===== src/sv/mf2d_median.sv =====
`timescale 1ns / 1ps
// ----------------------------------------------------------------------------
// mf2d_median
// Median of a square window by parallel ranking: every sample is compared
// with every other, and the sample whose rank is the middle one is selected.
// ----------------------------------------------------------------------------
module mf2d_median #(
    parameter int WINDOW     = 3,
    parameter int PIXEL_BITS = 8
) (
    input  logic [WINDOW*WINDOW*PIXEL_BITS-1:0] i_win,
    output logic [PIXEL_BITS-1:0]               o_med
);

    localparam int AREA = WINDOW * WINDOW;
    localparam int RW   = $clog2(AREA + 1);
    localparam int MID  = AREA / 2;

    logic [PIXEL_BITS-1:0] val [AREA];
    logic [AREA-1:0]       below [AREA];
    logic [AREA-1:0]       pick;

    always_comb begin
        for (int i = 0; i < AREA; i++) begin
            val[i] = i_win[i*PIXEL_BITS +: PIXEL_BITS];
        end
    end

    // equal samples are ordered by position, so ranks form a permutation
    always_comb begin
        for (int i = 0; i < AREA; i++) begin
            for (int j = 0; j < AREA; j++) begin
                below[i][j] = (val[j] < val[i]) || ((val[j] == val[i]) && (j < i));
            end
        end
    end

    always_comb begin
        for (int i = 0; i < AREA; i++) begin
            pick[i] = (RW'($countones(below[i])) == RW'(MID));
        end
    end

    always_comb begin
        o_med = '0;
        for (int i = 0; i < AREA; i++) begin
            o_med = o_med | (val[i] & {PIXEL_BITS{pick[i]}});
        end
    end

endmodule


===== config.mk =====
export PLATFORM = sky130hd
export DESIGN_NAME = mf2d_median
export DESIGN_NICKNAME = d
export VERILOG_FILES = /design/src/sv/mf2d_median.sv
export SDC_FILE = /design/constraint.sdc
export NUM_CORES = 1
export LEC_CHECK = 0
export BUFFER_PORTS_ARGS = -buffer_cell sky130_fd_sc_hd__buf_2
export CORE_MARGIN = 5
export CORE_UTILIZATION = 32
export DETAILED_ROUTE_END_ITERATION = 12
export PLACE_DENSITY = 0.45
export RECOVER_POWER = 25
export SLEW_MARGIN = 10
export SYNTH_ARGS = -nofsm -noshare
export SYNTH_HDL_FRONTEND = slang
export SYNTH_SLANG_ARGS = --single-unit

===== constraint.sdc =====
create_clock -name vclk -period 6.1
set_input_delay 0.61 -clock vclk [all_inputs]
set_output_delay 0.61 -clock vclk [all_outputs]
set_load 0.005 [all_outputs]

==> results of run 1 <==
==> worst max-delay path, cell delays in order <==
cell      delay (ps)
clkbuf_2         290
inv_1            140
ha_1             330
a21oi_1          150
o21ai_0          150
mux2_2           310
o31a_1           120
ha_1             280
inv_1             50
fa_1             520
inv_1             50
fa_1             520
inv_1             50
fa_1             400
inv_1             90
fa_1             400
nand2b_1         160
a21oi_2          110
buf_4            190
a221o_1          220
buf_2            130
==> stage by stage <==
stage,std cells,instance area (um2)
floorplan,955,8530
global placement,1412,9650
detailed placement,1412,9650
CTS,1412,9650
global route,1417,9710
finish,1418,9710
==> kinds of logic (layout without fill, tap and decap cells) <==
family	Yosys count	after routing	synth area share [%]
fa+ha+maj	368	368	57.2
compound gates	277	277	21.8
simple gates	184	184	13.3
buf+inv	102	229	4.67
mux	24	24	3.08
other cells	0	1	0
==> cells in the final DEF (no fill, tap or decap), types with 3 or more instances in the layout <==
master,count
ha_1,331
buf_4,49
a221o_1,7
o31a_1,18
o31ai_1,18
a222oi_1,8
o21bai_1,3
nor2b_1,40
a21o_1,37
nand3_1,21
mux2i_1,6
o211ai_1,4
o22ai_1,3
nand4_1,58
nor4b_4,5
nor3_1,6
nand2_1,27
fa_1,36
o21ai_0,38
a22oi_1,16
nor2_1,11
o21a_1,44
buf_2,79
or4_1,3
mux2_2,18
inv_1,96
and3_1,7
a21oi_1,76
==> repair_timing <==
item                                    CTS  global route
setup buffers                             0             5
gates resized for setup                   0             5
hold endpoints to repair                  0             0
endpoints found under the setup margin    0             2
==> final cells by class <==
class / count / area share, %
tap: 335 / 4.32
multi-input combinational: 853 / 83.8
antenna: 1 / 0.0258
inverter: 100 / 3.94
timing repair buffer: 129 / 7.91
==> how the worst max path moves through the flow <==
stage	startpoint	to	slack, ps	cells past startpoint
after global routing	i_win[17]	o_med[6]	1	21
after global placement	i_win[29]	o_med[2]	260	21
after floorplan	i_win[25]	o_med[5]	970	18
after CTS	i_win[61]	o_med[2]	210	20
final	i_win[31]	o_med[2]	210	21
after detailed placement	i_win[61]	o_med[2]	240	20
==> cell usage after synthesis, types with 4 or more instances <==
cell type / count
ha_1: 332
inv_1: 100
a21oi_1: 76
nand4_1: 58
o21a_1: 44
nor2b_1: 40
o21ai_0: 38
a21o_1: 37
fa_1: 36
nand2_1: 27
nand3_1: 21
mux2_2: 18
o31a_1: 18
o31ai_1: 18
a22oi_1: 16
nor2_1: 11
a222oi_1: 8
a221o_1: 7
and3_1: 7
mux2i_1: 6
nor3_1: 6
nor4b_4: 5
o211ai_1: 4
==> per-layer routing <==
metal | share of wire [%] | up-vias | GRT usage, %
met5 | 0.020 | - | 0
met4 | 2.7 | 2 | 5.32
met3 | 5.3 | 56 | 3.47
met1 | 47 | 3849 | 31.5
met2 | 45 | 232 | 38.3
li1 | - | 3963 | -
==> run_results.csv, run 1 <==
group,metric,value,unit
floorplan,die_area,30000,um2
route,drc,0,
global_routing,antenna_found_initial,1,
sta,rsz0062_at_grt,"false",
synthesis,syn_inst,955,
flow_run,max_cap_violations,0,
clock_network,cts_hold_buffers,0,
route,drtIter0Drc,618,
min_path,hold_end,"o_med[7]",
synthesis,synth.cell_area,8530,um2
layout,nClkBuffers,0,
floorplan,ios,80,
synthesis,netlist_top_cells_area,"ha_1 (49%), fa_1 (8.5%), a21oi_1 (4.5%)",
floorplan,die_h,173,um
synthesis,yosysSeqAreaShare,0,%
floorplan,die_w,173,um
outcome,status,"completed",
global_routing,grt_start_max_net_pins,10,
place,hpwl,29.1,mm
route,avgViaCountPerCell,5.71,
sta,fin_crit,5890,ps
sta,layout_setup_ws,213,ps
route,routed_wl,35.6,mm
sta,max_slew_margin,62.9,%
global_routing,track_usage,23.0,%
route,wl_per_cell,25.1,um
sta,hold_slack,1540,ps
synthesis,yosysTopAreaCellShare,48.7,%
layout,multi_input_area,8140,um2
sta,max_freq,0.170,GHz
critical_path,start_kind,"input port",
route,dr.pass1.iters,6,
layout,finish.utilization,37.2,%
critical_path,worstSetupEndpointType,"primary output",
floorplan,initial_core_util,32.6,%
min_path,min-delay-path-class,"in2out",
layout,nets,1524,
critical_path,crit_required,5490,ps
route,vias,8102,
critical_path,cp_data_arrival_time,5280,ps
global_routing,grt_pass1_vias,8078,
place,dp_slack,237,ps
layout,regArea,0,um2
sta,setup_violations,0,
layout,seq_cell_count,0,
sta,hold_viol_final,0,
layout,area_delta_synth_final,13.9,%
min_path,hold_path.startpoint,"i_win[63]",
synthesis,yosys.area.top_type,"ha_1",
layout,num-fill-cells,2743,
sta,fin_tns_setup,0,ps
place,io_buffers,80,
critical_path,critical_path_peak_fanout,8,
global_routing,grt_pass1_wl,52.1,mm
synthesis,synth.net_count,1395,
sta,worst_pin_slew,555,ps
sta,finalCritPeriodShare,96.5,%
critical_path,worstSetupPathType,"in2out",
floorplan,core-area,26100,um2
sta,finalMaxSlewViolations,0,
place,gp_congestion,0.895,
floorplan,std_cell_rows,59,
min_path,hold_depth,3,
synthesis,avgSynthCellArea,8.93,um2
layout,drive_gt1_share,14.8,%
route,antenna_left,0,
global_routing,grt_overflow_total,0,
synthesis,ys_types,35,
synthesis,ys_warn_count,0,
==> run 2: changes to the inputs <==
--- a/config.mk
+++ b/config.mk
@@ -7,9 +7,9 @@
 export LEC_CHECK = 0
 export BUFFER_PORTS_ARGS = -buffer_cell sky130_fd_sc_hd__buf_2
 export CORE_MARGIN = 5
-export CORE_UTILIZATION = 32
+export CORE_UTILIZATION = 45
 export DETAILED_ROUTE_END_ITERATION = 12
-export PLACE_DENSITY = 0.45
+export PLACE_DENSITY = 0.6
 export RECOVER_POWER = 25
 export SLEW_MARGIN = 10
 export SYNTH_ARGS = -nofsm -noshare
==> run 2 against run 1 <==
Clock-buffer cell count unchanged. Core utilization up 15 points. Maximum frequency about the same. Sequential share of layout area unchanged. Flip-flop and latch count unchanged.
==> run_results.csv, run 2 (synthesized netlist as in run 1, its figures left out) <==
group,metric,value,unit
outcome,status,"completed",
critical_path,cp_data_arrival_time,5280,ps
route,antenna_left,0,
min_path,min-delay-path-class,"in2out",
route,vias,8458,
global_routing,grt_overflow_total,0,
route,routed_wl,33.4,mm
critical_path,crit_required,5490,ps
route,drtIter0Drc,647,
layout,drive_gt1_share,15.7,%
place,gp_congestion,0.969,
sta,hold_slack,1530,ps
place,hpwl,27.6,mm
floorplan,die_h,148,um
global_routing,grt_pass1_wl,49.9,mm
sta,max_slew_margin,56.5,%
sta,fin_tns_setup,0,ps
critical_path,critical_path_peak_fanout,8,
floorplan,core-area,18700,um2
pwr,p_leak,5.18,nW
route,avgViaCountPerCell,6.36,
floorplan,die_w,148,um
flow_run,max_cap_violations,0,
layout,layout_common_cells,"ha_1 (332), inv_1 (99), buf_2 (78), a21oi_1 (76), buf_4 (63)",
critical_path,worstSetupPathType,"in2out",
sta,rsz0062_at_grt,"false",
sta,max_freq,0.170,GHz
layout,area_delta_synth_final,13.8,%
layout,regArea,0,um2
clock_network,cts_hold_buffers,0,
sta,fin_crit,5890,ps
route,dr.pass1.iters,9,
global_routing,grt_start_max_net_pins,10,
critical_path,start_kind,"input port",
sta,hold_viol_final,0,
sta,finalMaxSlewViolations,0,
place,io_buffers,80,
route,drc,0,
pwr,vdd_drop_max,0.123,mV
layout,finish.utilization,51.9,%
min_path,hold_depth,3,
pwr,power.density,201,nW/um2
route,wl_per_cell,25.1,um
sta,setup_violations,0,
layout,nClkBuffers,0,
global_routing,grt_pass1_vias,8283,
floorplan,die_area,21800,um2
critical_path,worstSetupEndpointType,"primary output",
sta,finalCritPeriodShare,96.5,%
sta,worst_pin_slew,644,ps
floorplan,initial_core_util,45.6,%
global_routing,track_usage,30.1,%
global_routing,antenna_found_initial,0,
layout,nets,1538,
layout,final_common_cell,"ha_1",
layout,antenna_cells,0,
floorplan,std_cell_rows,50,
floorplan,ios,80,
layout,seq_cell_count,0,
==> run 2: cell count changes in the layout (fill, tap and decap cells not counted), sizes merged <==
cell	previous run	this run
clkbuf	1	2
inv	98	99
diode	1	0
buf	128	141
clkinvlp	2	1
==> run 2: critical path, cell delays in order <==
cell and delay, ps:
buf_2 100, inv_1 220, buf_4 220, ha_1 250, nor2b_1 140, o21a_1 170, o21a_1 180, o31a_1 260
ha_1 320, inv_1 80, fa_1 170, inv_1 60, fa_1 520, ha_1 150, inv_1 50, fa_1 530
nor4b_4 60, buf_4 170, a222oi_1 400, nand3_1 150, a221o_2 330, buf_2 140
==> run 2: where the power goes <==
part	leakage, nW	total, W	switching [W]	internal [W]
logic	5.18	0.00195	0.00104	0.000907
clock network	0	0	0	0
registers	0	0	0	0
total	5.18	0.00195	0.00104	0.000907
==> run 2: layer usage <==
layer	vias to the layer above	track usage [%]	routed length, um
met5	-	0	0
li1	3983	-	-
met2	406	49.4	14800
met1	3970	41.2	14400
met3	99	2.85	2670
met4	0	10.6	1570
==> run 2: area by class of cell <==
type	count	area (um2)
Fill cell	1800	9010
Multi-Input combinational cell	853	8150
Timing Repair Buffer	143	878
Inverter	100	379
Tap cell	234	293
==> run 2: metrics by stage <==
step | std cells | setup slack, ps | total power [W] | area, um2
2_1_floorplan | 955 | 974 | 0.00126 | 8530
3_3_place_gp | 1328 | -83.6 | 0.00184 | 9650
3_5_place_dp | 1328 | -78.9 | 0.00187 | 9650
4_1_cts | 1328 | 133 | 0.00189 | 9660
5_1_grt | 1330 | 33.2 | 0.00215 | 9700
6_report | 1330 | 211 | 0.00195 | 9700
==> run 2: repair_timing <==
action	in CTS	in global routing
endpoints found under the setup margin	4	8
pin swaps	0	1
resized for setup	1	6
setup buffers	0	2
==> run 2: final timing paths <==
kind	startpoint	end	slack [ps]
setup / recovery	i_win[49]	o_med[0]	210
hold / removal	i_win[61]	o_med[5]	1530
Note: power is estimated with default switching activity, not from simulation.
