## config.mk

```make
export PLATFORM = sky130hd
export DESIGN_NAME = mf2d_seq
export DESIGN_NICKNAME = d
export VERILOG_FILES = /design/src/sv/mf2d_pkg.sv /design/src/sv/mf2d_seq.sv
export SDC_FILE = /design/constraint.sdc
export NUM_CORES = 1
export LEC_CHECK = 0
export BUFFER_PORTS_ARGS = -buffer_cell sky130_fd_sc_hd__buf_4
export CAP_MARGIN = 10
export CORE_AREA = 3 3 125 127
export CTS_CLUSTER_DIAMETER = 100
export CTS_CLUSTER_SIZE = 14
export DETAILED_ROUTE_END_ITERATION = 12
export DIE_AREA = 0 0 128 130
export PLACE_DENSITY = 0.6
export SLEW_MARGIN = 10
export SYNTH_ARGS = -nofsm -noshare
export SYNTH_HDL_FRONTEND = slang
export SYNTH_SLANG_ARGS = --single-unit
```

## constraint.sdc

```tcl
create_clock -name i_clk -period 4.1 [get_ports i_clk]
set_input_delay 0.615 -clock i_clk [delete_from_list [all_inputs] [get_ports i_clk]]
set_output_delay 0.615 -clock i_clk [all_outputs]
set_load 0.02 [all_outputs]
```

## src/sv/mf2d_pkg.sv

```systemverilog
`timescale 1ns / 1ps
// ----------------------------------------------------------------------------
// mf2d_pkg
// Shared constants and types of the 2-D median filter: field widths,
// configuration register codes and the per-word control record.
// ----------------------------------------------------------------------------
package mf2d_pkg;

    // Fixed field widths of the stream and of the configuration registers
    localparam int PIX_W        = 8;
    localparam int CFG_WIDTH_W  = 11;
    localparam int CFG_HEIGHT_W = 12;
    localparam int CFG_DATA_W   = 12;
    localparam int CFG_IDX_W    = 2;

    localparam int WIDTH_RESET  = 640;
    localparam int HEIGHT_RESET = 480;

    typedef enum logic [CFG_IDX_W-1:0] {
        CFG_IMAGE_WIDTH  = 2'd0,
        CFG_IMAGE_HEIGHT = 2'd1
    } t_cfg_idx;

    // What the frame sequencer decides for one input word
    typedef struct packed {
        logic produce;   // word releases an output pixel
        logic interior;  // that pixel takes the window median
        logic last;      // that pixel closes the frame
    } t_item_ctl;

endpackage

```

## src/sv/mf2d_seq.sv

```systemverilog
`timescale 1ns / 1ps
// ----------------------------------------------------------------------------
// mf2d_seq
// Frame sequencer: holds the size registers, the input column, the warm-up
// count and the output position, and classifies each input word.
// ----------------------------------------------------------------------------
module mf2d_seq #(
    parameter int WINDOW    = 3,
    parameter int MAX_WIDTH = 1024
) (
    input  logic                              i_clk,
    input  logic                              i_rst_n,
    input  logic                              i_cfg_we,
    input  logic [mf2d_pkg::CFG_IDX_W-1:0]    i_cfg_idx,
    input  logic [mf2d_pkg::CFG_DATA_W-1:0]   i_cfg_data,
    input  logic                              i_take,
    output logic [$clog2(MAX_WIDTH)-1:0]      o_col,
    output mf2d_pkg::t_item_ctl               o_ctl
);
    import mf2d_pkg::*;

    localparam int HALF = WINDOW / 2;
    localparam int CW   = $clog2(MAX_WIDTH);
    localparam int WB   = $clog2(MAX_WIDTH + 1);
    localparam int XW   = ((WB > CFG_HEIGHT_W) ? WB : CFG_HEIGHT_W) + 1;
    localparam int LAGW = $clog2(HALF * MAX_WIDTH + HALF + 1);

    logic [CFG_WIDTH_W-1:0]  r_width,   n_width;
    logic [CFG_HEIGHT_W-1:0] r_height,  n_height;
    logic [LAGW-1:0]         r_cnt,     n_cnt;
    logic [CW-1:0]           r_in_col,  n_in_col;
    logic [CFG_HEIGHT_W-1:0] r_out_row, n_out_row;
    logic [CW-1:0]           r_out_col, n_out_col;

    logic [XW-1:0]   w_raw, w_eff, h_raw, h_eff;
    logic [XW-1:0]   row_x, col_x, in_col_x;
    logic [LAGW-1:0] lag;
    logic            restart;

    // effective frame size: zero counts as one, width clamps to the store
    always_comb begin
        w_raw = XW'(r_width);
        h_raw = XW'(r_height);
        if (w_raw == '0) begin
            w_eff = XW'(1);
        end else if (w_raw > XW'(MAX_WIDTH)) begin
            w_eff = XW'(MAX_WIDTH);
        end else begin
            w_eff = w_raw;
        end
        h_eff    = (h_raw == '0) ? XW'(1) : h_raw;
        lag      = LAGW'(HALF) * LAGW'(w_eff) + LAGW'(HALF);
        row_x    = XW'(r_out_row);
        col_x    = XW'(r_out_col);
        in_col_x = XW'(r_in_col);
    end

    always_comb begin
        o_col          = r_in_col;
        o_ctl.produce  = (r_cnt >= lag);
        o_ctl.interior = (row_x >= XW'(HALF)) && (row_x + XW'(HALF) < h_eff) &&
                         (col_x >= XW'(HALF)) && (col_x + XW'(HALF) < w_eff);
        o_ctl.last     = o_ctl.produce && (row_x == h_eff - XW'(1)) &&
                         (col_x == w_eff - XW'(1));
    end

    always_comb begin
        n_width   = r_width;
        n_height  = r_height;
        n_cnt     = r_cnt;
        n_in_col  = r_in_col;
        n_out_row = r_out_row;
        n_out_col = r_out_col;
        restart   = 1'b0;
        if (i_cfg_we) begin
            unique case (i_cfg_idx)
                CFG_IMAGE_WIDTH: begin
                    n_width = i_cfg_data[CFG_WIDTH_W-1:0];
                    restart = 1'b1;
                end
                CFG_IMAGE_HEIGHT: begin
                    n_height = i_cfg_data[CFG_HEIGHT_W-1:0];
                    restart  = 1'b1;
                end
                default: begin
                end
            endcase
        end else if (i_take) begin
            if (o_ctl.last) begin
                restart = 1'b1;
            end else begin
                n_in_col = (in_col_x == w_eff - XW'(1)) ? '0 : r_in_col + CW'(1);
                if (!o_ctl.produce) begin
                    n_cnt = r_cnt + LAGW'(1);
                end else if (col_x == w_eff - XW'(1)) begin
                    n_out_col = '0;
                    n_out_row = r_out_row + CFG_HEIGHT_W'(1);
                end else begin
                    n_out_col = r_out_col + CW'(1);
                end
            end
        end
        if (restart) begin
            n_cnt     = '0;
            n_in_col  = '0;
            n_out_row = '0;
            n_out_col = '0;
        end
    end

    always_ff @(posedge i_clk) begin
        if (!i_rst_n) begin
            r_width   <= CFG_WIDTH_W'(WIDTH_RESET);
            r_height  <= CFG_HEIGHT_W'(HEIGHT_RESET);
            r_cnt     <= '0;
            r_in_col  <= '0;
            r_out_row <= '0;
            r_out_col <= '0;
        end else begin
            r_width   <= n_width;
            r_height  <= n_height;
            r_cnt     <= n_cnt;
            r_in_col  <= n_in_col;
            r_out_row <= n_out_row;
            r_out_col <= n_out_col;
        end
    end

endmodule

```

==> flow_summary.ini, run 1 <==
[pwr]
ir_drop_mv = 0.234
leakagePower_nw = 2.65
total_power_w = 0.00175
p_per_area_nw_per_um2 = 264

[sta]
slew_viol_final = 0
hold-worst-slack_ps = 513
min_period_ps = 4120
skew_ps = 6.39
hold_viol_final = 0
rsz0062_at_grt = true
setup_ws_ps = -17.7
slew_headroom_pct = 38.0
setup_violations = 1
tightest_slew_ps = 927
fin_crit_sh_pct = 100
max_freq_mhz = 243

[cells_and_area]
diodes = 0
multi_input_area_um2 = 3840
fill_cells = 1446
nets = 787
seqCellArea_um2 = 1340
area_delta_synth_final_pct = 30.9
drive_gt1_share_pct = 25.8
final_cell_mix = 99 x buf_4, 87 x nand2_1, 60 x nor2_1
final_common_cell = buf_4

[status]
violations = setup timing
status = finished, violations left

[clock_network]
hold_buffers = 0
cts.sinks = 66
clkLatencyLatePin_ps = 350
clockRootBuffer = clkbuf_16
cts-buffers-inserted = 9
tritoncts = built
path_clk_slew_ps = 60
clockBufferDepth = 2
cts-htree-levels = 3

[setup_path]
worst-endpoint-arrival_ps = 3500
r2r-start = r_width[6]$_SDFFE_PN0P_
crit_family = simple AND/OR/NAND/NOR gates
crit_chain = nor4_4 -> a31oi_2 -> ha_2 -> buf_4 -> xnor2_2 -> xnor2_1 -> nand3_1 -> or4_4 -> or4_4 -> nor4_4 -> buf_4
crit_buf_inv = 2
max_stage_delay_ps = 520
crit_cells = 11
r2r_cells = 18
start_kind = register
cp.required_ps = 3480
crit_path_top_delay_cell = or4_4
startpoint = r_height[11]$_SDFFE_PN0P_
critPathMaxFanout = 2
endpoint_kind = primary output
worst-setup-path-type = reg -> out

[floorplan]
rows = 44
dieArea_um2 = 16600
io_pins = 31
core_um2 = 14500
initial_core_util_pct = 34.9
die_h_um = 130
die_w_um = 128

[placement]
port_buffers = 30
gp_congestion = 0.874
hpwl_mm = 10.5

[global_routing]
grt_pass1_vias = 4569
grt_util_all_layers_pct = 17.1
grt_overflow_total = 0
grt_max_degree = 26
grt_first_pass_wirelength_mm = 22.6
grt_antenna_before_repair = 0

[logic_synthesis]
synth-edff-count = 0
syn_nets = 717
async_flop_share_pct = 0
ys.warnings.count = 0
synth_top_family_by_area = simple AND/OR/NAND/NOR gates
yosys.area_share.simple_pct = 27.6
synthMuxAreaShare_pct = 1.06
synth_flop_cell = dfxtp_1
seq_area_frac_synth_pct = 26.1
synthXorXnorAreaFrac_pct = 15.7
synth_adder_area_share_pct = 11.1
syn_avg_cell_area_um2 = 7.75
synth.distinct_cells = 57
ys_ff_latch = 66
syn_area_um2 = 5070
synth_compound_area_share_pct = 12.5
syn_inst = 654

[worst_hold_path]
hp-class = in -> reg
min_path_cells = 3
holdCritStartpoint = i_cfg_data[8]

[route]
drc = 0
drt_wl_total_mm = 14.1
drt-pass1-iter-count = 5
drtAntennaViolNets = 0
avgRoutedWirePerCell_um = 15.4
vias_per_cell = 5.28
drtIter0Drc = 246
dr_total_vias = 4825

[run]
max-cap-violations = 0
[logic make-up after synthesis]
kind of cell	Yosys count
AND/OR/NAND/NOR	279
XOR/XNOR	91
buffers and inverters	75
multiplexers	4
AO/OA/AOI/OAI	94
flip-flops	66
adder cells (fa/ha/maj)	45
[registers in the layout, indices dropped and copies added, names as in the netlist]
name,cells
r_out_row,12
o_col,10
r_width,11
r_out_col,10
r_cnt,11
r_height,12
[timing repair]
action | 4_1_cts | 5_1_grt
cloned | 0 | 0
pin swaps | 16 | 24
resized for setup | 27 | 54
buffers inserted | 12 | 17
endpoints found under the setup margin | 3 | 45
[Yosys cell counts (3+ instances only)]
library cell / n / area, µm²
o211ai_1: 9 / 67.6
nor4_2: 4 / 50.1
or4_1: 5 / 37.5
or2_2: 3 / 18.8
o31ai_1: 3 / 22.5
a21boi_0: 17 / 128
o21a_1: 7 / 52.6
inv_1: 33 / 124
o21ai_0: 14 / 70.1
nor2b_1: 12 / 75.1
ha_1: 45 / 563
a31oi_1: 8 / 50.1
and3_1: 13 / 81.3
nand2b_1: 8 / 50.1
clkbuf_1: 34 / 128
nand2_1: 87 / 327
nand4_1: 13 / 81.3
a21oi_1: 17 / 85.1
or3_1: 3 / 18.8
xor2_1: 39 / 342
nor3_1: 15 / 75.1
buf_1: 3 / 11.3
nor2_1: 65 / 244
xnor2_1: 52 / 455
dfxtp_1: 66 / 1320
nand3_1: 23 / 115
nor4_1: 15 / 93.8
[report_power, final]
part | switching [W] | leakage, nW | total [W] | internal [W]
clock | 0.000306 | 0.147 | 0.000854 | 0.000548
sequential | 0.0000122 | 0.540 | 0.000662 | 0.000650
combinational | 0.000128 | 1.96 | 0.000237 | 0.000109
total | 0.000446 | 2.65 | 0.00175 | 0.00131
[worst paths after layout]
check	slack, ps	end
hold / removal	510	r_height[8]$_SDFFE_PN1P_
hold reg to reg	520	r_height[3]$_SDFFE_PN0P_
setup reg to reg	220	o_col[7]$_SDFFE_PP0P_
setup / recovery	-20	o_ctl[0]
[per-layer routing]
| layer | part of all wire (%) | vias up | wire length, µm | GRT usage [%] |
|---|---|---|---|---|
| li1 | - | 2390 | - | - |
| met1 | 48 | 2313 | 6790 | 23.1 |
| met2 | 47 | 103 | 6570 | 27.3 |
| met3 | 3.2 | 19 | 448 | 3.52 |
| met4 | 2.0 | 0 | 284 | 5.93 |
| met5 | 0 | - | 0 | 0 |
[area by class of cell]
cell class / instances / area share [%]
Clock buffer: 10 / 3.60
Clock inverter: 6 / 1.36
Inverter: 34 / 1.92
Multi-Input combinational cell: 513 / 57.9
Sequential cell: 66 / 20.3
Tap cell: 184 / 3.47
Timing Repair Buffer: 100 / 11.5
[per-stage QoR]
stage	cell area [µm²]	std cells	setup WS [ps]	setup TNS (ps)	util [%]
after global routing	6630	913	-167	-281	45.6
after CTS	6220	897	0.510	0	42.8
final	6630	913	-17.7	-17.7	45.6
after floorplan	5100	654	48.1	0	-
after detailed placement	5700	869	-171	-171	39.2
after global placement	5700	869	-91.3	-91.3	39.2
[worst reg2reg max path, stage by stage (launching register included)]
cell,delay [ps]
dfxtp_1,310
nor4_2,310
a31oi_1,120
nor2_1,150
ha_2,230
nand3_4,90
nor2_4,140
and3_4,210
a31oi_4,100
ha_4,260
a211oi_4,270
nand2_1,130
o31ai_4,300
buf_4,170
nand2b_2,200
inv_1,80
a31o_2,280
a21o_1,280
nor2_1,160
Power figures use the tool's default switching activity.
==> run 2: changes to the inputs <==
CORE_AREA = 3 3 175 92   (was 3 3 125 127)
DIE_AREA = 0 0 178 95   (was 0 0 128 130)
HOLD_SLACK_MARGIN = 0.03   (was default)
PLACE_DENSITY = 0.58   (was 0.6)
clock period = 4.5 ns   (was 4.1 ns; I/O delays follow)
==> run 2 against run 1 <==
The flow now finishes without violations. Critical path depth is the same. Sequential cell count is the same. Largest cell class unchanged. Non-clock buffer count shrank 41. Power shrank 14%.
==> flow_summary.ini, run 2 (synthesized netlist as in run 1, its figures left out) <==
[status]
status = completed

[cells_and_area]
nets = 746
drive_gt1_share_pct = 16.1
final_common_cell = nand2_1
area_delta_synth_final_pct = 18.2
diodes = 0
fill_cells = 1472
fin_area_um2 = 5990
largest_registers = r_height (12), r_out_row (12)
post-route-util_pct = 41.4
final_cell_mix = 87 x nand2_1, 62 x nor2_1, 59 x buf_4

[route]
drc = 0
drtIter0Drc = 310
avgRoutedWirePerCell_um = 15.5
drtAntennaViolNets = 0
drt-pass1-iter-count = 5
drt_wl_total_mm = 13.7
vias_per_cell = 5.15
dr_total_vias = 4559

[placement]
pre_cts_ws_ps = 341
gp_congestion = 0.911
dpl_cell_area_um2 = 5570
hpwl_mm = 10.6
port_buffers = 30

[floorplan]
die_h_um = 95
dieArea_um2 = 16900
initial_core_util_pct = 35.0
io_pins = 31
rows = 31
die_w_um = 178
core_um2 = 14500

[global_routing]
grt_util_all_layers_pct = 16.5
grt_antenna_before_repair = 0
grt_first_pass_wirelength_mm = 22.1
grt_pass1_vias = 4372
grt_overflow_total = 0
grt_max_degree = 26

[run]
max-cap-violations = 0

[pwr]
total_power_w = 0.00151
ir_drop_mv = 0.175
p_per_area_nw_per_um2 = 253
leakagePower_nw = 2.40

[setup_path]
r2r-start = r_width[6]$_SDFFE_PN0P_
endpoint_kind = primary output
worst-endpoint-arrival_ps = 3700
r2r-end = o_col[4]$_SDFFE_PP0P_
regToRegSetupSlack_ps = 460
start_kind = register
critPathMaxFanout = 5
worst-setup-path-type = reg -> out
cp.required_ps = 3830
r2r_cells = 19

[sta]
skew_ps = 9.40
min_period_ps = 4370
setup_ws_ps = 126
slew_headroom_pct = 38.0
setup_violations = 0
max_freq_mhz = 229
tightest_slew_ps = 926
hold_viol_final = 0
rsz0062_at_grt = true
slew_viol_final = 0
hold-worst-slack_ps = 496
fin_crit_sh_pct = 97.2

[clock_network]
clkLatencyLatePin_ps = 340
tritoncts = built
hold_buffers = 0
cts.sinks = 66
clockRootBuffer = clkbuf_16
clockBufferDepth = 2
cts-buffers-inserted = 9
cts-htree-levels = 3
path_clk_slew_ps = 60

[worst_hold_path]
holdCritStartpoint = r_height[0]$_SDFFE_PN0P_
hp-class = reg -> reg
holdPathEnd = r_height[0]$_SDFFE_PN0P_
min_path_cells = 2
## run 2: changes by cell type in the layout (fill, tap and decap cells not counted), moves of 4 or more
| cell | change |
|---|---|
| ha_1 | +4 |
| buf_4 | -40 |
| dfxtp_4 | -4 |
| nand3_1 | +8 |
| and3_4 | -6 |
| nand3_4 | -4 |
| and3_1 | +7 |
| nand3_2 | -4 |
| dfxtp_2 | +5 |
## run 2: layout make-up
cell class | instances | area, µm² | area share, %
multi-input cells | 513 | 3530 | 58.9
flip-flops and latches | 66 | 1340 | 22.3
repair buffers | 59 | 443 | 7.40
clock buffers | 12 | 256 | 4.28
well taps | 198 | 248 | 4.14
inverters | 34 | 128 | 2.13
clock inverters | 4 | 50.0 | 0.836
## run 2: per-layer routing
layer  part of all wire [%]  wire, µm  global-route usage (%)
met1                     49      6680                    22.5
met5                      0         0                       0
met4                    1.5       202                    4.24
met3                    4.8       664                    3.29
met2                     45      6150                    26.9
## run 2: worst max-delay path, stage by stage (launching register included)
cell	delay, ps
dfxtp_2	350
nor4_4	350
a31oi_1	160
ha_1	260
nor3b_4	180
nand2_1	80
mux4_2	270
or4_1	550
or4_4	560
nor4_1	270
buf_4	180
buf_4	140
## run 2: how the worst max path moves through the flow
| stage | start | endpoint | slack, ps | cells past startpoint |
|---|---|---|---|---|
| CTS | r_height[5]$_SDFFE_PN1P_ | o_ctl[0] | 10 | 11 |
| global route | r_width[6]$_SDFFE_PN0P_ | o_ctl[0] | -50 | 17 |
| detailed placement | r_height[4]$_SDFFE_PN0P_ | o_ctl[0] | 340 | 11 |
| floorplan | r_width[2]$_SDFFE_PN0P_ | o_ctl[0] | 100 | 14 |
| global placement | r_height[4]$_SDFFE_PN0P_ | o_ctl[0] | 380 | 11 |
| finish | r_height[6]$_SDFFE_PN1P_ | o_ctl[0] | 130 | 11 |
## run 2: report_power, final
part           switching (W)  leakage [nW]  internal, W  total, W
combinational       0.000103          1.71    0.0000807  0.000183
clock               0.000264         0.145     0.000458  0.000722
sequential         0.0000132         0.538     0.000594  0.000608
total               0.000380          2.40      0.00113   0.00151
## run 2: through the flow
stage	std cells	setup TNS, ps
final	886	0
after global routing	886	-47.4
after CTS	884	0
after detailed placement	868	0
after global placement	868	0
after floorplan	654	0
## run 2: what timing repair did
action,CTS,global route
gates resized for setup,2,26
setup endpoints to repair,1,13
pin swaps,0,7
gates cloned,0,0
setup buffers,0,2
==> run 3: changes to the inputs <==
CELL_PAD_IN_SITES_DETAIL_PLACEMENT = 1   (was default)
CELL_PAD_IN_SITES_GLOBAL_PLACEMENT = 1   (was default)
PLACE_DENSITY = 0.71   (was 0.58)
==> run 3 against run 2 <==
Via count rose by 4.3%. Utilization rose by 0.43 points. Non-clock buffer count rose by 6. Wire length rose by 12%. Sequential share of layout area fell by 0.25 points. Sequential cell count did not move. First-iteration DRC count fell by 33%. Global-route usage rose by 1.9 points. Largest power group unchanged.
==> flow_summary.ini, run 3 (synthesized netlist as in run 1, its figures left out) <==
[sta]
max_freq_mhz = 231
setup_violations = 0
tightest_slew_ps = 1030
min_period_ps = 4330
skew_ps = 9.12
fin_crit_sh_pct = 96.1
hold_viol_final = 0
setup_tns_ps = 0
setup_ws_ps = 174
slew_viol_final = 0
slew_headroom_pct = 31.3
hold-worst-slack_ps = 524

[floorplan]
rows = 31
die_h_um = 95
dieArea_um2 = 16900
io_pins = 31
initial_core_util_pct = 35.0
die_w_um = 178
core_um2 = 14500

[setup_path]
crit_path_top_delay_cell = or4_4
endpoint_kind = primary output
max_stage_delay_ps = 540
crit_chain = nor4_4 -> a31oi_1 -> ha_2 -> nor3b_4 -> nand2_1 -> mux4_2 -> or4_4 -> or4_4 -> nor4_4 -> buf_4 -> buf_4
critPathMaxFanout = 4
worst-setup-path-type = reg -> out
regToRegSetupSlack_ps = 500
crit_cells = 11
cp.required_ps = 3830
r2r_cells = 14
crit_buf_inv = 2
crit_family = simple AND/OR/NAND/NOR gates
worst-endpoint-arrival_ps = 3650
start_kind = register

[run]
max-cap-violations = 0

[clock_network]
path_clk_slew_ps = 60
clkLatencyLatePin_ps = 340
cts.sinks = 66
clockBufferDepth = 2
cts-buffers-inserted = 9
cts-htree-levels = 3
hold_buffers = 0
tritoncts = built
clockRootBuffer = clkbuf_16

[pwr]
ir_drop_mv = 0.184
p_per_area_nw_per_um2 = 241
leakagePower_nw = 2.43

[route]
avgRoutedWirePerCell_um = 17.2
drt_wl_total_mm = 15.3
vias_per_cell = 5.33
drtAntennaViolNets = 0
drt-pass1-iter-count = 4
dr_total_vias = 4756
drtIter0Drc = 208
drc = 0

[placement]
hpwl_mm = 11.9
dpl_cell_area_um2 = 5560
gp_congestion = 0.822
port_buffers = 30
placed_cells = 867
pre_cts_ws_ps = 184

[global_routing]
grt_overflow_total = 0
grt_antenna_before_repair = 0
grt_max_degree = 26
grt_util_all_layers_pct = 18.5
grt_pass1_vias = 4624
grt_first_pass_wirelength_mm = 24.6

[cells_and_area]
final_cells = 892
fin_area_um2 = 6050
final_cell_mix = 87 x nand2_1, 65 x buf_4, 61 x nor2_1
nets = 752
largest_registers = r_height (12), r_out_row (12)
area_delta_synth_final_pct = 19.4
diodes = 0
drive_gt1_share_pct = 17.7
final_common_cell = nand2_1

[status]
status = completed

[worst_hold_path]
hp-class = reg -> reg
min_path_cells = 2
[run 3: path summary, 6_finish.rpt]
kind / from / endpoint
hold / removal: r_height[3]$_SDFFE_PN0P_ / r_height[3]$_SDFFE_PN0P_
setup reg to reg: r_height[11]$_SDFFE_PN0P_ / r_out_col[4]$_SDFFE_PP0P_
hold reg to reg: r_height[3]$_SDFFE_PN0P_ / r_height[3]$_SDFFE_PN0P_
setup / recovery: r_height[11]$_SDFFE_PN0P_ / o_ctl[0]
[run 3: power breakdown]
part / internal [W] / switching, W / total [W] / leakage [nW]
logic: 0.0000805 / 0.000109 / 0.000190 / 1.77
registers: 0.000594 / 0.0000159 / 0.000610 / 0.538
clock network: 0.000374 / 0.000283 / 0.000657 / 0.129
[run 3: cell type report]
class | count | area (µm²)
clock buffers | 10 | 229
clock inverters | 6 | 42.5
fillers | 1754 | 8420
inverters | 34 | 128
multi-input cells | 513 | 3580
flip-flops and latches | 66 | 1330
well taps | 198 | 248
repair buffers | 65 | 488
[run 3: timing repair]
action	in CTS	in global routing
endpoints found under the setup margin	2	2
endpoints found under the hold margin	0	0
gates resized for setup	13	23
pin swaps	2	10
setup buffers	0	9
[run 3: stage by stage]
stage               utilization [%]  total power, W
floorplan                         -        0.000738
global placement               38.4        0.000796
detailed placement             38.4        0.000801
CTS                            40.7         0.00147
global route                   41.8         0.00152
finish                         41.8         0.00146
[run 3: metal layers]
metal  track usage, %  routed length [µm]  vias to the layer above
li1                 -                   -                     2322
met1             24.6                7410                     2347
met2             31.6                7270                       71
met3             2.97                 501                       16
met4             4.18                 157                        0
met5                0                   0                        -
[run 3: worst register-to-register path, delay by kind of cell (launching register included)]
family | cells | cell delay (ps)
AOI/OAI and AO/OA | 1 | 160
adders and majority gates | 1 | 210
xor gates and xnor gates | 1 | 160
buffers and inverters | 2 | 460
and+or+nand+nor | 8 | 2230
muxes | 1 | 290
DFF | 1 | 350
